`src/rtl/assert_macros.svh`:
```
// Assertion macros used by the keypad scanner top level.
// No dependencies; define SYNTH to compile the assertions away.
`ifndef ASSERT_MACROS_SVH
`define ASSERT_MACROS_SVH
`ifndef SYNTH
`define ASSERT_IMPLY(label, clk, rst, pre, post) \
   label: assert property (@(posedge clk) disable iff (rst) (pre) |-> (post)) \
      else $error("assertion failed: implication");
`define ASSERT_NEXT(label, clk, rst, pre, post) \
   label: assert property (@(posedge clk) disable iff (rst) (pre) |=> (post)) \
      else $error("assertion failed: next-cycle implication");
`define ASSERT_NEVER(label, clk, rst, expr) \
   label: assert property (@(posedge clk) disable iff (rst) !(expr)) \
      else $error("assertion failed: forbidden condition");
`else
`define ASSERT_IMPLY(label, clk, rst, pre, post)
`define ASSERT_NEXT(label, clk, rst, pre, post)
`define ASSERT_NEVER(label, clk, rst, expr)
`endif
`endif

```
`src/rtl/kmds_pkg.sv`:
```
// Shared constants, types and key map for the keypad matrix scanner.
// No dependencies.
package kmds_pkg;

   localparam int KEY_COUNT       = 16;
   localparam int CSR_INDEX_WIDTH = 8;

   localparam logic [CSR_INDEX_WIDTH-1:0] CSR_COUNT_WRAP_AT = 8'd0;
   localparam logic [CSR_INDEX_WIDTH-1:0] CSR_COUNT_RESTART = 8'd1;

   localparam logic [3:0] SYMBOL_BASE = 4'd10;

   localparam logic [7:0] COUNT_WRAP_AT_RESET = 8'd4;
   localparam logic [7:0] COUNT_RESTART_RESET = 8'd1;

   typedef struct packed {
      logic [3:0] last_digit;
      logic [3:0] last_symbol;
      logic [7:0] digit_count;
      logic       digit_event;
      logic       symbol_event;
   } kmds_result_type;

   // Row-major key layout: 1 2 3 A / 4 5 6 B / 7 8 9 C / * 0 # D
   function automatic logic [3:0] key_value(input logic [3:0] key);
      logic [3:0] v;
      case (key)
         4'd0:    v = 4'd1;
         4'd1:    v = 4'd2;
         4'd2:    v = 4'd3;
         4'd3:    v = 4'd10;
         4'd4:    v = 4'd4;
         4'd5:    v = 4'd5;
         4'd6:    v = 4'd6;
         4'd7:    v = 4'd11;
         4'd8:    v = 4'd7;
         4'd9:    v = 4'd8;
         4'd10:   v = 4'd9;
         4'd11:   v = 4'd12;
         4'd12:   v = 4'd13;
         4'd13:   v = 4'd0;
         4'd14:   v = 4'd14;
         default: v = 4'd15;
      endcase
      return v;
   endfunction

endpackage

```
`src/rtl/keypad_matrix_debounce_scanner.sv`:
```
// A req transaction passes the input register, then the result register, to rsp_valid.
// Throughput: one transaction per cycle, as long as rsp_ready does not hold it back.
// Reset (synchronous, active high): all key debouncers idle, digit counter and stores zero,
// count_wrap_at = 4, count_restart = 1, no transaction held in either register.
// Depends on kmds_pkg, kmds_key_debounce, kmds_event_merge and assert_macros.svh.
`include "assert_macros.svh"
module keypad_matrix_debounce_scanner (
   input  logic        clock,
   input  logic        reset,
   // scan tick input channel
   input  logic        req_valid,
   output logic        req_ready,
   input  logic [15:0] req_keys_pressed,
   // result channel
   output logic        rsp_valid,
   input  logic        rsp_ready,
   output logic [3:0]  rsp_last_digit,
   output logic [3:0]  rsp_last_symbol,
   output logic [7:0]  rsp_digit_count,
   output logic        rsp_digit_event,
   output logic        rsp_symbol_event,
   // configuration write channel
   input  logic        csr_valid,
   output logic        csr_ready,
   input  logic [kmds_pkg::CSR_INDEX_WIDTH-1:0] csr_index,
   input  logic [7:0]  csr_wdata
);

   // Input register: holds one scan tick until the result register can take it.
   logic        s1_valid_ff;
   logic        s1_valid_in;
   logic [15:0] keys_ff;

   // Result register.
   logic                      rsp_valid_ff;
   logic                      rsp_valid_in;
   kmds_pkg::kmds_result_type result_ff;
   kmds_pkg::kmds_result_type result_in;

   // Configuration registers.
   logic [7:0] wrap_at_ff;
   logic [7:0] wrap_at_in;
   logic [7:0] restart_ff;
   logic [7:0] restart_in;

   logic                            advance;
   logic [kmds_pkg::KEY_COUNT-1:0] fire;
   logic                            symbol_code_ok;

   // Advance the tick in the input register when the result slot is free or draining.
   assign advance      = s1_valid_ff && (!rsp_valid_ff || rsp_ready);
   assign req_ready    = !s1_valid_ff || advance;
   assign s1_valid_in  = (req_valid && req_ready) || (s1_valid_ff && !advance);
   assign rsp_valid_in = advance || (rsp_valid_ff && !rsp_ready);

   always_ff @(posedge clock) begin
      if (reset) begin
         s1_valid_ff  <= 1'b0;
         rsp_valid_ff <= 1'b0;
      end else begin
         s1_valid_ff  <= s1_valid_in;
         rsp_valid_ff <= rsp_valid_in;
      end
   end

   // Payload registers: capture on transaction, no reset needed.
   always_ff @(posedge clock) begin
      if (req_valid && req_ready) begin
         keys_ff <= req_keys_pressed;
      end
      if (advance) begin
         result_ff <= result_in;
      end
   end

   // Write configuration only while idle (not enforced); accept all, drop unknown indexes.
   assign csr_ready = 1'b1;

   always_comb begin
      wrap_at_in = wrap_at_ff;
      restart_in = restart_ff;
      if (csr_valid) begin
         case (csr_index)
            kmds_pkg::CSR_COUNT_WRAP_AT: wrap_at_in = csr_wdata;
            kmds_pkg::CSR_COUNT_RESTART: restart_in = csr_wdata;
            default: ;
         endcase
      end
   end

   always_ff @(posedge clock) begin
      if (reset) begin
         wrap_at_ff <= kmds_pkg::COUNT_WRAP_AT_RESET;
         restart_ff <= kmds_pkg::COUNT_RESTART_RESET;
      end else begin
         wrap_at_ff <= wrap_at_in;
         restart_ff <= restart_in;
      end
   end

   // One debouncer per key; all step together on each advanced tick.
   for (genvar g = 0; g < kmds_pkg::KEY_COUNT; g++) begin : g_key
      kmds_key_debounce u_key (
         .clock   (clock),
         .reset   (reset),
         .advance (advance),
         .pressed (keys_ff[g]),
         .fire    (fire[g])
      );
   end

   // Priority merge, counter restart/advance and value stores.
   kmds_event_merge u_merge (
      .clock   (clock),
      .reset   (reset),
      .advance (advance),
      .fire    (fire),
      .wrap_at (wrap_at_ff),
      .restart (restart_ff),
      .result  (result_in)
   );

   assign rsp_valid        = rsp_valid_ff;
   assign rsp_last_digit   = result_ff.last_digit;
   assign rsp_last_symbol  = result_ff.last_symbol;
   assign rsp_digit_count  = result_ff.digit_count;
   assign rsp_digit_event  = result_ff.digit_event;
   assign rsp_symbol_event = result_ff.symbol_event;

   assign symbol_code_ok = (result_ff.last_symbol >= kmds_pkg::SYMBOL_BASE);

   // A stored digit is always a decimal digit.
   `ASSERT_NEVER(a_digit_range, clock, reset, rsp_valid_ff && (result_ff.last_digit > 4'd9))
   // A symbol event always leaves a symbol code in the store.
   `ASSERT_IMPLY(a_symbol_code, clock, reset, rsp_valid_ff && result_ff.symbol_event, symbol_code_ok)
   // A tick waiting in the input register stays there until it advances.
   `ASSERT_NEXT(a_s1_hold, clock, reset, s1_valid_ff && !advance, s1_valid_ff)

endmodule

```
`src/rtl/kmds_key_debounce.sv`:
```
// Five-phase debouncer for one key of the matrix.
// Depends on nothing but the clock and reset.
module kmds_key_debounce (
   input  logic clock,
   input  logic reset,
   input  logic advance,
   input  logic pressed,
   output logic fire
);

   localparam logic [2:0] PH_IDLE    = 3'd0;
   localparam logic [2:0] PH_ARMED   = 3'd1;
   localparam logic [2:0] PH_CONFIRM = 3'd2;
   localparam logic [2:0] PH_HELD    = 3'd3;
   localparam logic [2:0] PH_RELEASE = 3'd4;

   logic [2:0] phase_ff;
   logic [2:0] phase_in;

   always_comb begin
      phase_in = phase_ff;
      case (phase_ff)
         PH_IDLE:    if (pressed) phase_in = PH_ARMED;
         PH_ARMED:   phase_in = pressed ? PH_CONFIRM : PH_IDLE;
         PH_CONFIRM: phase_in = pressed ? PH_HELD : PH_RELEASE;
         PH_HELD:    if (!pressed) phase_in = PH_RELEASE;
         PH_RELEASE: phase_in = pressed ? PH_HELD : PH_IDLE;
         default:    phase_in = phase_ff;  // unreachable codes hold
      endcase
   end

   assign fire = (phase_ff == PH_CONFIRM);

   always_ff @(posedge clock) begin
      if (reset) begin
         phase_ff <= PH_IDLE;
      end else if (advance) begin
         phase_ff <= phase_in;
      end
   end

endmodule

```
`src/rtl/kmds_event_merge.sv`:
```
// Merges per-key fire flags into digit/symbol stores and the digit counter.
// Depends on kmds_pkg.
module kmds_event_merge (
   input  logic                      clock,
   input  logic                      reset,
   input  logic                      advance,
   input  logic [kmds_pkg::KEY_COUNT-1:0] fire,
   input  logic [7:0]                wrap_at,
   input  logic [7:0]                restart,
   output kmds_pkg::kmds_result_type result
);

   logic [7:0] count_ff;
   logic [7:0] count_in;
   logic [3:0] digit_ff;
   logic [3:0] digit_in;
   logic [3:0] symbol_ff;
   logic [3:0] symbol_in;
   logic [7:0] count_base;
   logic [4:0] digit_hits;
   logic       sym_hit;
   logic [3:0] value;

   always_comb begin
      count_base = (count_ff == wrap_at) ? restart : count_ff;
      digit_hits = 5'd0;
      sym_hit    = 1'b0;
      digit_in   = digit_ff;
      symbol_in  = symbol_ff;
      value      = 4'd0;
      // later keys in scan order overwrite earlier ones
      for (int k = 0; k < kmds_pkg::KEY_COUNT; k++) begin
         value = kmds_pkg::key_value(4'(k));
         if (fire[k]) begin
            if (value < kmds_pkg::SYMBOL_BASE) begin
               digit_in   = value;
               digit_hits = digit_hits + 5'd1;
            end else begin
               symbol_in = value;
               sym_hit   = 1'b1;
            end
         end
      end
      count_in = count_base + {3'b000, digit_hits};
   end

   assign result.last_digit   = digit_in;
   assign result.last_symbol  = symbol_in;
   assign result.digit_count  = count_in;
   assign result.digit_event  = (digit_hits != 5'd0);
   assign result.symbol_event = sym_hit;

   always_ff @(posedge clock) begin
      if (reset) begin
         count_ff  <= 8'd0;
         digit_ff  <= 4'd0;
         symbol_ff <= 4'd0;
      end else if (advance) begin
         count_ff  <= count_in;
         digit_ff  <= digit_in;
         symbol_ff <= symbol_in;
      end
   end

endmodule

```
`config.mk`:
```
export PLATFORM = sky130hd
export DESIGN_NAME = keypad_matrix_debounce_scanner
export DESIGN_NICKNAME = d
export VERILOG_FILES = /design/src/rtl/kmds_pkg.sv /design/src/rtl/keypad_matrix_debounce_scanner.sv /design/src/rtl/kmds_key_debounce.sv /design/src/rtl/kmds_event_merge.sv
export VERILOG_INCLUDE_DIRS = /design/src /design/src/rtl
export SDC_FILE = /design/constraint.sdc
export NUM_CORES = 1
export LEC_CHECK = 0
export ABC_AREA = 1
export BUFFER_PORTS_ARGS = -buffer_cell sky130_fd_sc_hd__buf_2
export CORE_MARGIN = 2
export CORE_UTILIZATION = 50
export CTS_CLUSTER_DIAMETER = 50
export DETAILED_ROUTE_END_ITERATION = 7
export PLACE_DENSITY = 0.68
export SYNTH_ARGS = -nofsm -noshare
export SYNTH_HDL_FRONTEND = slang
export SYNTH_HIERARCHICAL = 1
export SYNTH_SLANG_ARGS = --single-unit
export TNS_END_PERCENT = 5
```
`constraint.sdc`:
```
create_clock -name clock -period 17.45 [get_ports clock]
set_clock_uncertainty 0.05 [all_clocks]
set_input_delay 0 -clock clock [delete_from_list [all_inputs] [get_ports clock]]
set_output_delay 0 -clock clock [all_outputs]
set_load 0.1 [all_outputs]
```
==> results.txt, run 1 <==
Hold path endpoint - wrap_at_ff[6]
Vias in the first global route - 6,382
Top cells by count, synth - nand2_1 (262), inv_1 (152), nor2_1 (118)
Die W - 125 um
Area growth, synth to finish - 21.1%
Post-Route Setup TNS - 0 ps
Core Region - 14,400 um2
Iteration-0 DRC count of the detailed router - 371
GRT overflow - 0
Synth Register Bits - 116
Startpoint Class - flop
CTS tree - built
Primary FF master, synth - dfxtp_1
Unique cell type count in the Yosys netlist - 36
Placed cells - 1,303
FF-to-FF Start - g_key[0].u_key/phase_ff[2]
Vias/cell - 4.84
Routed WL - 15,200 um
GP Congestion - 0.860
HP Class - in2reg
Worst R2R End - u_merge/count_ff[7]
DPL Wire Length - 10,600 um
CTS Buffer Depth - 2
Share of cells above drive strength 1 - 0.190
Initial core utilization - 0.507
Final number of hold-violating endpoints - 0
Post-route ant nets - 0
PD cells - 84.4 nW/um2
Worst-Skew Late Latency - 420 ps
# port buffers - 56
Synth Warn # - 6
HP Start - csr_index[5]
Cells after synthesis - 1,070
Syn_area_per_cell - 6.81 um2
Final cell count without fillers - 1,380
Slowest cell on crit path - dfxtp_1
Drt first pass iters - 5
Top-count cell post-synth - nand2_1
FILL cells - 1,282
Worst Setup End Kind - flop
Initial antenna violation count - 0
Clock Sinks - 116
Slew @ Worst Pin - 774 ps
# DRC - 0
WP data required - 17,710 ps
Diode count - 0
FP Rows - 44
Total number of vias - 6,677
Synthesized area - 7290 um2
Max Cap Viol - 0
Final net count - 1,235
Slowest stage delay, CP - 350 ps
Total GRT Usage - 0.205
Reg2reg path depth - 44
Max Fanout on Critical Path - 4
Wire per inst - 11.0 um
CP Class - reg2reg
Arrival time worst endpoint - 6810 ps
Worst hold path cell count - 6
Asr flop ratio synth - 0
CTS Root Cell - clkbuf_16
Slew HR - 0.483
Die Height - 125 um
Ports - 58
RSZ-0062 raised after global routing - false
R2r setup slk - 10,900 ps
Leakage power - 4.39 nW
Full die area - 15,600 um2
Final setup viols - 0
Area share of the largest cell type after synthesis - 0.225
Synth area leader - dfxtp_1
First-pass GRT wire length - 26,700 um
Cell repeated most along the worst path - nand2_1
Clock Pin Slew Worst Setup and Hold Paths - 50 ps
Syn Nets - 1,122
Post-synth EDFFs - 34
Seq/Total Area, Yosys - 0.365
Fmax - 153 MHz
Status - finished clean
Largest net degree at the start of global routing - 62
Top post-synthesis cells by area - dfxtp_1 (23%), edfxtp_1 (14%), nand2_1 (13%)
VDD IR-drop max - 0.0714 mV
Fin crit share - 0.376
# H-tree levels - 4
Pins Over Slew Limit - 0
Crit path time final - 6550 ps
CTS Buf Count - 17
## metal layers
layer  vias up  global-route usage  part of all wire
met3        15              0.0468             0.030
met1      2947               0.247              0.47
li1       3615                   -                 -
met4         0              0.0720             0.010
met2       100               0.358              0.49
met5         -                   0                 0
## critical path, delay by kind of cell, from the launching register on
kind / cells / cell delay (ps)
simple gates: 21 / 1970
compound gates: 5 / 830
buf+inv: 8 / 580
flops: 1 / 350
xor+xnor: 1 / 170
fa+ha+maj: 9 / 2520
## report_power, final
group | switching [W] | leakage (nW) | internal (W) | total [W]
Sequential | 0.00000763 | 0.996 | 0.000290 | 0.000297
Combinational | 0.0000662 | 3.10 | 0.0000305 | 0.0000966
Clock | 0.000120 | 0.295 | 0.000231 | 0.000351
## what timing repair did
action                    in CTS  in global routing
hold endpoints to repair      34                  0
buffers inserted               0                  0
hold buffers                  45                  0
gates resized for setup        0                  0
## through the flow
stage	utilization	cell area (um2)	hold WS [ps]	setup WS [ps]	power (W)
floorplan	-	7290	19.1	11390	0.000372
global placement	0.542	7780	126	11080	0.000393
detailed placement	0.542	7780	129	10920	0.000393
CTS	0.615	8830	21.0	10890	0.000753
global route	0.615	8830	67.9	10370	0.000776
finish	0.615	8830	43.9	10900	0.000745
## worst max-delay path by stage
| stage | from | to | slack [ps] | cells past startpoint |
|---|---|---|---|---|
| 6_report | g_key[0].u_key/phase_ff[2] | u_merge/count_ff[7] | 10900 | 44 |
| 5_1_grt | g_key[0].u_key/phase_ff[2] | u_merge/count_ff[7] | 10370 | 44 |
| 4_1_cts | g_key[0].u_key/phase_ff[2] | u_merge/count_ff[7] | 10890 | 44 |
| 3_5_place_dp | g_key[0].u_key/phase_ff[2] | u_merge/count_ff[7] | 10920 | 44 |
| 3_3_place_gp | g_key[0].u_key/phase_ff[2] | u_merge/count_ff[7] | 11080 | 44 |
| 2_1_floorplan | g_key[0].u_key/phase_ff[2] | u_merge/count_ff[7] | 11390 | 44 |
## cells by family after synthesis
family                     synth area share
DFF                                   0.365
adders and majority gates            0.0268
and+or+nand+nor                       0.367
buffers and inverters                 0.103
xor gates and xnor gates             0.0168
other                              0.000514
AOI/OAI and AO/OA                     0.119
muxes                               0.00154
## cell type report
class | instances | area, um2 | area share
Timing Repair Buffer | 103 | 746 | 0.0845
Clock buffer | 23 | 468 | 0.0530
Multi-Input combinational cell | 756 | 3890 | 0.440
Tap cell | 184 | 230 | 0.0261
Inverter | 189 | 709 | 0.0803
Clock inverter | 9 | 128 | 0.0145
Sequential cell | 116 | 2660 | 0.302
## state kept, by name, indices dropped and copies added (netlist names), 4 cells and up
| signal | flops |
|---|---|
| restart_ff | 8 |
| keys_ff | 16 |
| rsp_last_digit | 4 |
| u_merge/digit_ff | 4 |
| rsp_digit_count | 8 |
| g_key.u_key/phase_ff | 48 |
| u_merge/symbol_ff | 4 |
| rsp_last_symbol | 4 |
| wrap_at_ff | 8 |
| u_merge/count_ff | 8 |
## cell usage in the layout (no fill, tap or decap), types with 3 or more instances in the layout
cell type and instances:
buf_2 56, o21ai_0 57, nand3_4 3, xnor2_1 5
clkbuf_16 17, a21oi_1 72, dlygate4sd3_1 45, nor2_2 5
nand3_2 10, dfxtp_1 82, bufinv_16 3, a21boi_2 16
nand4_1 4, ha_1 14, inv_2 37, inv_1 152
clkbuf_1 4, nor2_1 118, nand2_1 262, nand3_1 101
nor2_4 5, clkinv_2 4, xor2_1 9, edfxtp_1 34
nand2_4 8, nand2_2 50
Power figures use the tool's default switching activity.
==> inputs of run 2 (changes only) <==
--- a/config.mk
+++ b/config.mk
@@ -6,13 +6,13 @@
 export SDC_FILE = /design/constraint.sdc
 export NUM_CORES = 1
 export LEC_CHECK = 0
-export ABC_AREA = 1
+export ABC_AREA = 0
 export BUFFER_PORTS_ARGS = -buffer_cell sky130_fd_sc_hd__buf_2
 export CORE_MARGIN = 2
 export CORE_UTILIZATION = 50
 export CTS_CLUSTER_DIAMETER = 50
 export DETAILED_ROUTE_END_ITERATION = 7
-export PLACE_DENSITY = 0.68
+export PLACE_DENSITY = 0.71
 export SYNTH_ARGS = -nofsm -noshare
 export SYNTH_HDL_FRONTEND = slang
 export SYNTH_HIERARCHICAL = 1
==> constraint.sdc (replaced) <==
create_clock -name clock -period 5.7 [get_ports clock]
set_clock_uncertainty 0.05 [all_clocks]
set_input_delay 0 -clock clock [delete_from_list [all_inputs] [get_ports clock]]
set_output_delay 0 -clock clock [all_outputs]
set_load 0.1 [all_outputs]
==> results.txt, run 2 <==
Diode count - 0
Full die area - 14,000 um2
Cell repeated most along the worst path - ha_4
Primary FF master, synth - dfxtp_1
Reg2reg path depth - 38
Worst hold path cell count - 4
FP Rows - 41
Wire per inst - 15.3 um
Clk pwr share - 0.513
Max FFs per register - 48
VDD IR-drop max - 0.294 mV
HP Class - in2reg
Total power - 0.00222 W
Arrival time worst endpoint - 6800 ps
Worst-Skew Late Latency - 430 ps
WP data required - 5930 ps
Routed WL - 16,300 um
Combinational group share of total power - 0.085
Clock Sinks - 116
Seq/Total Area, Yosys - 0.407
Placed cells - 965
FILL cells - 902
DPL Wire Length - 9670 um
Initial antenna violation count - 0
Area growth, synth to finish - 37.5%
CTS Root Cell - clkbuf_16
CP Class - reg2reg
CTS tree - built
Vias in the first global route - 5,734
Post-synth EDFFs - 34
Most frequent cells in the layout - buf_4 (90), dfxtp_1 (76), inv_1 (59)
Drt first pass iters - 5
First-pass GRT wire length - 26,200 um
Clock Pin Slew Worst Setup and Hold Paths - 60 ps
Iteration-0 DRC count of the detailed router - 448
Switching share of total power - 0.244
Post-route ant nets - 0
Slowest stage delay, CP - 430 ps
Switching Power - 0.000542 W
Max Fanout on Critical Path - 3
CTS Buf Count - 17
Fin crit share - 1.15
CTS Buffer Depth - 2
Sequential power share - 0.402
Ports - 58
Synthesized area - 6540 um2
GP Congestion - 0.850
GRT overflow - 0
Syn Nets - 748
Synth Register Bits - 116
Die Height - 118 um
Synth Warn # - 6
Largest net degree at the start of global routing - 117
Max Cap Viol - 0
Die W - 118 um
Worst Setup End Kind - flop
Final WS setup - -867 ps
Unique cell type count in the Yosys netlist - 72
# H-tree levels - 4
# port buffers - 56
Status - finished, violations left
Top cells by count, synth - dfxtp_1 (82), inv_1 (68), nand2_1 (57)
Share of cells above drive strength 1 - 0.330
Synth area leader - dfxtp_1
Cells after synthesis - 696
Slew @ Worst Pin - 1230 ps
Startpoint Class - flop
Slew HR - 0.179
Crit path time final - 6570 ps
Most flops, register - g_key.u_key/phase_ff
Total GRT Usage - 0.229
Top Registers - g_key.u_key/phase_ff x48, keys_ff x16
Final cell count without fillers - 1,064
PD cells - 246 nW/um2
Syn_area_per_cell - 9.40 um2
Leakage power - 3.49 nW
Fmax - 152 MHz
# DRC - 0
Final setup viols - 15
Area share of the largest cell type after synthesis - 0.251
Core Region - 12,700 um2
Placed cell area - 7510 um2
Commonest non-fill, non-tap cell in the layout - buf_4
Int Pwr - 0.00168 W
Layout Cell Area excl Fill - 9000 um2
Pins Over Slew Limit - 0
Asr flop ratio synth - 0
Initial core utilization - 0.514
Vias/cell - 5.53
RSZ-0062 raised after global routing - true
Final net count - 931
Top post-synthesis cells by area - dfxtp_1 (25%), edfxtp_1 (16%), mux2i_1 (4.7%)
Violated checks - setup timing
Total number of vias - 5,883
Top-count cell post-synth - dfxtp_1
Slowest cell on crit path - a2111oi_4
Final number of hold-violating endpoints - 0
[run 2: changes by cell type in the layout (fill, tap and decap cells not counted), sizes merged, moves of 17 or more]
cell    delta
and3      +17
nand2    -263
inv      -118
mux2i     +31
a211oi    +19
xnor2     +21
nor2      -85
a21oi     -40
a31oi     +34
buf       +92
nand3    -108
nor2b     +20
[run 2: path summary, 6_finish.rpt]
| kind | startpoint | endpoint | slack [ps] |
|---|---|---|---|
| worst max-delay path | g_key[1].u_key/phase_ff[0] | u_merge/count_ff[6] | -870 |
| worst min-delay path | csr_index[6] | wrap_at_ff[6] | 20 |
| worst max register to register | g_key[1].u_key/phase_ff[0] | u_merge/count_ff[6] | -870 |
| worst min register to register | u_merge/symbol_ff[3] | u_merge/symbol_ff[3] | 430 |
[run 2: stage by stage]
| step | hold slack, ps | setup WS [ps] | utilization | setup TNS, ps |
|---|---|---|---|---|
| 5_1_grt | 21.6 | -1090 | 0.707 | -10270 |
| 4_1_cts | 5.51 | -923 | 0.691 | -7070 |
| 3_3_place_gp | 126 | -783 | 0.590 | -6710 |
| 6_report | 23.5 | -867 | 0.707 | -7300 |
| 3_5_place_dp | 128 | -1050 | 0.590 | -9590 |
| 2_1_floorplan | 11.7 | -785 | - | -6350 |
[run 2: repair_timing]
action	CTS	global route
gates resized for setup	21	30
hold endpoints to repair	34	0
setup endpoints to repair	15	15
hold buffers	32	0
pin swaps	23	22
gates cloned	0	0
setup buffers	28	8
[run 2: worst max-delay path, delay by kind of cell, from the launching register on]
kind | cells | cell delay [ps]
adder cells (fa/ha/maj) | 9 | 2420
multiplexers | 3 | 500
flip-flops | 1 | 330
buffers and inverters | 4 | 280
AO/OA/AOI/OAI | 6 | 1210
XOR/XNOR | 2 | 280
AND/OR/NAND/NOR | 14 | 1340
[run 2: routing by layer]
metal / share of wire / up-vias / track usage / wire (um)
li1: - / 2887 / - / -
met1: 0.43 / 2841 / 0.268 / 7080
met2: 0.51 / 123 / 0.408 / 8360
met3: 0.032 / 32 / 0.0497 / 518
met4: 0.021 / 0 / 0.0848 / 345
met5: 0 / - / 0 / 0
[run 2: power by group through the flow]
stage | combinational [W] | sequential [W] | clock, W
5_1_grt | 0.000203 | 0.000894 | 0.00119
3_3_place_gp | 0.000159 | 0.000905 | 0
6_report | 0.000189 | 0.000891 | 0.00114
3_5_place_dp | 0.000166 | 0.000907 | 0
2_1_floorplan | 0.0000798 | 0.000946 | 0
4_1_cts | 0.000184 | 0.000890 | 0.00115
[run 2: kinds of logic (layout without fill, tap and decap cells)]
group / count (synthesis) / count (layout) / share of synthesized area
simple gates: 200 / 200 / 0.166
compound gates: 196 / 196 / 0.198
flops: 116 / 116 / 0.407
buf+inv: 86 / 282 / 0.0541
xor+xnor: 44 / 44 / 0.0853
mux: 37 / 37 / 0.0577
fa+ha+maj: 16 / 16 / 0.0315
other cells: 1 / 1 / 0.000573
[run 2: layout make-up]
cell class | count | area, um2 | area share
Tap cell | 172 | 215 | 0.0239
Clock buffer | 17 | 425 | 0.0473
Multi-Input combinational cell | 494 | 3910 | 0.434
Sequential cell | 116 | 2670 | 0.297
Timing Repair Buffer | 182 | 1320 | 0.147
Inverter | 68 | 260 | 0.0289
Clock inverter | 15 | 203 | 0.0225
==> inputs of run 3 (changes only) <==
--- a/config.mk
+++ b/config.mk
@@ -7,7 +7,7 @@
 export NUM_CORES = 1
 export LEC_CHECK = 0
 export ABC_AREA = 0
-export BUFFER_PORTS_ARGS = -buffer_cell sky130_fd_sc_hd__buf_2
+export BUFFER_PORTS_ARGS = -buffer_cell sky130_fd_sc_hd__buf_4
 export CORE_MARGIN = 2
 export CORE_UTILIZATION = 50
 export CTS_CLUSTER_DIAMETER = 50
@@ -15,6 +15,5 @@
 export PLACE_DENSITY = 0.71
 export SYNTH_ARGS = -nofsm -noshare
 export SYNTH_HDL_FRONTEND = slang
-export SYNTH_HIERARCHICAL = 1
 export SYNTH_SLANG_ARGS = --single-unit
 export TNS_END_PERCENT = 5
==> results.txt, run 3 <==
Status - finished, violations left
Violated checks - setup timing
RSZ-0062 raised after global routing - true
Core Region - 12,700 um2
Primary FF master, synth - dfxtp_1
Synthesized area - 6520 um2
Worst-Skew Late Latency - 420 ps
Ports - 58
Most flops, register - g_key.u_key.phase_ff
Slew HR - 0.334
Total GRT Usage - 0.243
Largest net degree at the start of global routing - 83
Final setup viols - 15
# DRC - 0
Max FFs per register - 48
Slowest stage delay, CP - 480 ps
Startpoint Class - flop
Fmax - 153 MHz
Area growth, synth to finish - 36.7%
# H-tree levels - 4
Wire per inst - 15.7 um
Unique cell type count in the Yosys netlist - 77
Full die area - 14,000 um2
Fin crit share - 1.15
Initial antenna violation count - 0
Post-synth EDFFs - 34
Crit path time final - 6530 ps
Top post-synthesis cells by area - dfxtp_1 (25%), edfxtp_1 (16%), nor2_1 (6.2%)
Pins Over Slew Limit - 0
Diode count - 0
Worst Path Buf+Inv - 0
Cells after synthesis - 739
Top-count cell post-synth - nor2_1
Synth Warn # - 0
Placed cells - 1,006
Syn_area_per_cell - 8.83 um2
Synth area leader - dfxtp_1
# port buffers - 56
First-pass GRT wire length - 27,600 um
CTS Buf Count - 17
Leakage power - 3.58 nW
VDD IR-drop max - 0.200 mV
Clock Sinks - 116
Die Height - 118 um
Asr flop ratio synth - 0
FP Rows - 41
Vias in the first global route - 6,035
Die W - 118 um
Clock Pin Slew Worst Setup and Hold Paths - 60 ps
Area share of the largest cell type after synthesis - 0.252
CP Class - reg2reg
DPL Wire Length - 11,000 um
Final WS setup - -827 ps
Arrival time worst endpoint - 6740 ps
Fin util - 0.704
PD cells - 243 nW/um2
Top cells by count, synth - nor2_1 (108), nand2_1 (84), dfxtp_1 (82)
Most frequent cells in the layout - buf_4 (149), nor2_1 (105), nand2_1 (79)
CP delay by family, top - simple AND/OR/NAND/NOR gates
Total power - 0.00217 W
Iteration-0 DRC count of the detailed router - 413
CTS tree - built
Commonest non-fill, non-tap cell in the layout - buf_4
Cell repeated most along the worst path - ha_4
CTS Root Cell - clkbuf_16
Share of cells above drive strength 1 - 0.302
Initial core utilization - 0.515
Final number of hold-violating endpoints - 0
WP data required - 5920 ps
Post-route ant nets - 0
Final net count - 954
Seq/Total Area, Yosys - 0.408
GP Congestion - 0.871
Final cell count without fillers - 1,086
GRT overflow - 0
CTS Buffer Depth - 2
Post-Route Setup TNS - -8460 ps
Slew @ Worst Pin - 995 ps
Max Fanout on Critical Path - 3
Worst Setup End Kind - flop
HP Class - in2reg
Slowest cell on crit path - or4bb_4
Vias/cell - 5.63
Routed WL - 17,000 um
Total number of vias - 6,115
Max Cap Viol - 0
Syn Nets - 792
Synth Register Bits - 116
Top Registers - g_key.u_key.phase_ff x48, keys_ff x16
Drt first pass iters - 5
[run 3: cell count changes in the layout (fill, tap and decap cells not counted), sizes merged, moves of 14 or more]
cell / previous run / this run
nor2: 45 / 108
inv: 71 / 15
a21oi: 33 / 64
nand2: 57 / 84
nor3: 6 / 24
a31oi: 35 / 18
nor2b: 20 / 3
a311oi: 16 / 2
[run 3: layout make-up]
cell class | instances | area (um2)
clock buffer | 20 | 478
clock inverter | 12 | 126
fill | 957 | 3750
inverter | 14 | 52.6
multi-input combinational | 574 | 3970
sequential | 116 | 2670
tap | 172 | 215
timing repair buffer | 178 | 1410
[run 3: cells by family after synthesis]
| group | Yosys count | synth area share |
|---|---|---|
| muxes | 28 | 0.0460 |
| AOI/OAI and AO/OA | 189 | 0.182 |
| buffers and inverters | 49 | 0.0364 |
| DFF | 116 | 0.408 |
| adders and majority gates | 16 | 0.0318 |
| xor gates and xnor gates | 40 | 0.0648 |
| other | 1 | 0.000575 |
| and+or+nand+nor | 300 | 0.231 |
[run 3: timing repair]
item,in CTS,in global routing
hold buffers,27,0
buffers inserted,12,11
resized for setup,24,28
hold endpoints to repair,34,0
setup endpoints to repair,15,15
pin swaps,27,25
[run 3: final timing paths]
| check | startpoint | end | slack (ps) | cells past startpoint |
|---|---|---|---|---|
| max reg2reg | g_key[1].u_key.phase_ff[0] | u_merge.count_ff[6] | -830 | 30 |
| min reg2reg | u_merge.symbol_ff[0] | u_merge.symbol_ff[0] | 410 | 2 |
| min | reset | restart_ff[2] | 110 | 2 |
| max | g_key[1].u_key.phase_ff[0] | u_merge.count_ff[6] | -830 | 30 |
[run 3: power by group]
part | total, W | internal [W] | switching (W)
Sequential | 0.000894 | 0.000873 | 0.0000213
Clock | 0.00108 | 0.000690 | 0.000387
Combinational | 0.000194 | 0.0000725 | 0.000121
Total | 0.00217 | 0.00164 | 0.000530
[run 3: per-stage QoR]
step	area [um2]	setup WS (ps)	hold WS [ps]
6_report	8920	-827	114
5_1_grt	8920	-1140	144
4_1_cts	8710	-795	109
3_5_place_dp	7610	-1010	129
3_3_place_gp	7610	-727	129
2_1_floorplan	6600	-640	48.9
[run 3: routing by layer]
| metal | track usage | vias to the layer above | routed length (um) |
|---|---|---|---|
| met5 | 0 | - | 0 |
| met4 | 0.0791 | 0 | 290 |
| met3 | 0.0584 | 30 | 828 |
| met2 | 0.442 | 190 | 9000 |
| met1 | 0.277 | 2919 | 6910 |
| li1 | - | 2976 | - |
